$ cat config.mk
export PLATFORM = sky130hd
export DESIGN_NAME = btns_dist
export DESIGN_NICKNAME = d
export VERILOG_FILES = /design/src/hw/rtl/btns_pkg.sv /design/src/hw/rtl/btns_dist.sv
export SDC_FILE = /design/constraint.sdc
export NUM_CORES = 2
export LEC_CHECK = 0
export BUFFER_PORTS_ARGS = -buffer_cell sky130_fd_sc_hd__buf_2
export CAP_MARGIN = 30
export CORE_UTILIZATION = 25
export DETAILED_ROUTE_END_ITERATION = 12
export PLACE_DENSITY_LB_ADDON = 0.05
export SETUP_SLACK_MARGIN = 0.02
export SYNTH_ARGS = -nofsm -noshare
export SYNTH_HDL_FRONTEND = slang
export SYNTH_SLANG_ARGS = --single-unit
$ cat constraint.sdc
create_clock -name clock -period 20.7 [get_ports clock]
set_input_delay 2.07 -clock clock [delete_from_list [all_inputs] [get_ports clock]]
set_output_delay 2.07 -clock clock [all_outputs]
set_load 0.02 [all_outputs]
$ cat src/hw/rtl/btns_pkg.sv
package btns_pkg;

   typedef enum logic [2:0] {
      OP_REGISTER = 3'd0,
      OP_FIND     = 3'd1,
      OP_ADD_E    = 3'd2,
      OP_ADD_P    = 3'd3,
      OP_CLEAR    = 3'd4,
      OP_READ     = 3'd5
   } opcode_type;

   localparam logic [1:0] ST_OK       = 2'd0;
   localparam logic [1:0] ST_MISS     = 2'd1;
   localparam logic [1:0] ST_BAD_SURF = 2'd2;

   localparam logic [2:0] SURF_TOP    = 3'd0;
   localparam logic [2:0] SURF_RIGHT  = 3'd1;
   localparam logic [2:0] SURF_BOTTOM = 3'd2;
   localparam logic [2:0] SURF_LEFT   = 3'd3;
   localparam logic [2:0] SURF_FRONT  = 3'd4;
   localparam logic [2:0] SURF_BACK   = 3'd5;

   // Byte address of the match tolerance register.
   localparam logic [1:0] CSR_ADDR_TOL = 2'd0;

   // 15 mm in 1/16 mm units.
   localparam logic signed [23:0] SIDE_OFFSET = 24'sd240;

   // Position part of one table entry.
   typedef struct packed {
      logic [2:0]         surface;
      logic signed [23:0] gz;
      logic signed [23:0] gy;
      logic signed [23:0] gx;
   } geom_type;

   typedef struct packed {
      logic [39:0] energy;
      logic [31:0] photons;
   } totals_type;

   typedef struct packed {
      logic [2:0]         block_surface;
      logic signed [23:0] global_z;
      logic signed [23:0] global_y;
      logic signed [23:0] global_x;
      logic [31:0]        photon_total;
      logic [39:0]        energy_total;
      logic [5:0]         result_id;
      logic [1:0]         status;
   } rsp_type;

   // Times ten as two shifts and an add; 20-bit input fits easily in 24 bits.
   function automatic logic signed [23:0] times_ten(input logic signed [19:0] v);
      logic signed [23:0] w;
      begin
         w = 24'(v);
         times_ten = (w <<< 3) + (w <<< 1);
      end
   endfunction

endpackage

$ cat src/hw/rtl/btns_dist.sv
// Squared distance pipeline: two register stages between input and output.
module btns_dist (
   input  logic               clock,
   input  logic signed [19:0] px,
   input  logic signed [19:0] py,
   input  logic signed [19:0] pz,
   input  btns_pkg::geom_type geom,
   output logic [50:0]        dist_sq
);
   logic signed [25:0] dx_ff, dy_ff, dz_ff;
   logic [49:0] sx_ff, sy_ff, sz_ff;
   logic signed [25:0] dx_in, dy_in, dz_in;

   always_comb begin
      dx_in = 26'(px) - 26'(geom.gx);
      dy_in = 26'(py) - 26'(geom.gy);
      dz_in = 26'(pz) - 26'(geom.gz);
   end

   always_ff @(posedge clock) begin
      dx_ff <= dx_in;
      dy_ff <= dy_in;
      dz_ff <= dz_in;
      sx_ff <= 50'(dx_ff * dx_ff);
      sy_ff <= 50'(dy_ff * dy_ff);
      sz_ff <= 50'(dz_ff * dz_ff);
   end

   assign dist_sq = 51'(sx_ff) + 51'(sy_ff) + 51'(sz_ff);
endmodule

==> results.txt <==
----------------------------------------------------
[Outcome]
  Run status ... complete, no violations

[Timing]
  Worst setup slack after layout ... 11.84 ns
  Maximum clock skew at final layout ... 0.0509 ns
  Maximum frequency from static timing analysis ... 113 MHz
  Setup-violating endpoint count in the final report ... 0
  Slew at the pin closest to its max-slew limit ... 0.924 ns
  Smallest hold slack ... 0.616 ns
  Summed negative setup slack over all endpoints ... 0 ns
  Final Max Tran Viols ... 0
  Setup repair after global routing missed its margin ... false
  Final hold violations ... 0
  Final period demand of the worst path ... 8.86 ns
  Fin crit share ... 42.8%
  Worst max-slew margin expressed relative to the limit ... 38.3%

[Final layout]
  Filler instances ... 31400
  Register area ... 0.00448 mm²
  Synth-to-Final Area Change ... 9.61%
  Share of post-route cells with drive strength above 1 ... 5.21%
  Total area of multi-input combinational cells ... 0.0598 mm²
  Net count of the finished layout ... 10400

[GRT]
  GRT overflow ... 0
  Vias in the first global route ... 56900
  Total track usage ... 16.0%
  Initial antenna violation count ... 4
  Global-route wire length before repair ... 353000 µm
  Maximum number of pins on one net before global-route repair ... 51

[Setup path]
  CP startpoint kind ... register
  Cell breakdown of the critical path ... inv_1 > nor2_1 > inv_1 > fa_1 > inv_1 > fa_1 > fa_1 > ha_1 > inv_1 > fa_1 > inv_1 > fa_1 > fa_1 > ha_1 > a21oi_1 > o221ai_1 > a32oi_1 > a22oi_1 > or3b_2 > a31oi_1 > a21oi_1 > a2111oi_0 > o21bai_1 > xnor2_1
  Worst Setup End Kind ... register
  Largest incremental delay on the critical path ... 0.86 ns
  Critical Setup Path Class ... reg -> reg
  Worst path most repeated cell ... sky130_fd_sc_hd__fa_1
  Biggest fanout along the worst timing path ... 25
  Data arrival time at the worst-slack endpoint ... 9.41 ns
  Standard cell with the maximum stage delay on the critical path ... sky130_fd_sc_hd__dfxtp_2
  Required time of the worst setup path ... 21.25 ns

[Synth]
  Post-synth cell types ... 82
  Top_reg_cell synth ... sky130_fd_sc_hd__dfxtp_1
  Post-synthesis sequential area ratio ... 6.06%
  Cells after Synth ... 7680
  Yosys warning count ... 0
  Synth top area share ... 51.1%
  Async set-or-reset flop fraction in the synthesized netlist ... 0%
  Synth area leader ... sky130_fd_sc_hd__fa_1
  Average cell area after synthesis ... 9.55 µm²
  Main area contributors after synthesis ... sky130_fd_sc_hd__fa_1 51%, sky130_fd_sc_hd__inv_1 11%, sky130_fd_sc_hd__ha_1 9.9%
  Combined area of all synthesized cells ... 0.0733 mm²
  Total of flip-flops plus latches after synthesis ... 222
  Number of synthesized flops with an enable pin ... 0

[Placed design]
  Placer's final routability congestion estimate ... 0.775
  DP Wirelength ... 189000 µm
  Port Buffers ... 183
  Setup slack at placement ... 11.80 ns

[Floorplanning]
  Initial standard-cell utilization of the core ... 25.2%
  Standard cell core area ... 0.291 mm²
  Number of ports placed on the die boundary ... 187
  Die outline width ... 544 µm
  Height of the die ... 544 µm
  Die area ... 0.296 mm²
  Std cell rows ... 198

[Clock tree]
  Clock sink count ... 222
  Source-to-sink clock delay at the later pin of the worst-skew pair ... 0.70 ns
  Clock tree root driver cell ... sky130_fd_sc_hd__clkbuf_16
  Number of buffers inserted for hold repair after clock tree synthesis ... 0
  TritonCTS clock tree ... yes
  CTS Buf Count ... 39
  Bufs on Longest Clock Path ... 3
  CTS-repair resized insts ... 0
  Number of H-tree levels ... 2
  Setup bufs post-CTS ... 0
  Clk slew on worst S/H paths ... 0.07 ns

[Drt]
  Number of detailed-routing iterations run before antenna repair ... 5
  Antenna-violating nets left ... 0
  DRC violation total after the first TritonRoute iteration ... 1796
  Vias/cell ... 4.16
  Total length of routed wires ... 225000 µm
  Via Count ... 48700
  DRC Markers ... 0
  Wire per inst ... 19.2 µm

[Hold path]
  Path category of the worst min-delay check ... reg -> reg

[Flow run]
  Max Cap Violations ... 0

----------------------------------------------------
==> layout make-up <==
cell class                 count  area share (%)
antenna                        7          0.0218
clock buffer                  46            1.31
clock inverter                24           0.395
inverter                    2229            10.4
multi-input combinational   5033            74.4
sequential                   222            5.58
tap                         3900            6.07
timing repair buffer         258            1.84
==> routing by layer <==
metal	part of all wire (%)	GRT usage [%]
met5	0	0
met4	2.1	3.18
met3	2.2	1.33
met2	51	28.7
met1	44	20.8
==> path summary, 6_finish.rpt <==
kind          endpoint  cells past startpoint  slack, ns  startpoint
max          sy_ff[49]                     24      11.84    dy_ff[2]
max reg2reg  sy_ff[49]                     24      11.84    dy_ff[2]
min reg2reg   sx_ff[0]                      1       0.62    dx_ff[0]
min           sx_ff[0]                      1       0.62    dx_ff[0]
==> metrics by stage <==
stage / utilization (%) / cell area [µm²] / std cells
after floorplan: - / 73300 / 7682
after global placement: 27.1 / 79000 / 11600
after detailed placement: 27.1 / 79000 / 11600
after CTS: 27.6 / 80400 / 11700
after global routing: 27.6 / 80400 / 11700
final: 27.6 / 80400 / 11700
==> worst max-delay path: cells and delay by family, from the launching register on <==
family	cells	cell delay, ns
compound gates	8	2.54
simple gates	2	0.90
xor+xnor	1	0.15
fa+ha+maj	8	3.47
flops	1	0.86
buf+inv	5	0.82
==> synth_stat cells (all sizes together), types with 47 or more instances <==
cell type,count
xor2,81
inv,2229
nor2,204
ha,582
clkbuf,197
nand2b,59
nand3,47
and2,350
a21oi,225
fa,1872
nor2b,91
a21o,137
o21ai,118
dfxtp,222
nand2,629
xnor2,212
==> logic make-up after synthesis <==
logic type	after synthesis	synth area share (%)
simple gates	1544	10.3
compound gates	727	6.53
other cells	1	0.00511
mux	12	0.169
flops	222	6.06
xor+xnor	293	3.50
buf+inv	2427	12.4
fa+ha+maj	2454	61.0
==> registers in the layout, summed over array words and instances (netlist names) <==
signal	flops
sz_ff	49
sy_ff	49
sx_ff	49
dy_ff	25
dz_ff	25
dx_ff	25
==> placed cells by master, fill, tap and decap left out, drive strengths merged, types with 46 or more instances in the layout <==
master / instances
fa: 1872
nand3: 47
dfxtp: 222
nand2: 629
xnor2: 212
nand2b: 59
xor2: 81
a21o: 137
and2: 350
clkbuf: 46
inv: 2235
nor2: 204
o21ai: 118
buf: 258
ha: 582
nor2b: 91
a21oi: 225
Power is not shown: default switching activity piles up to over one toggle a cycle in this logic, so the estimate is an artifact.
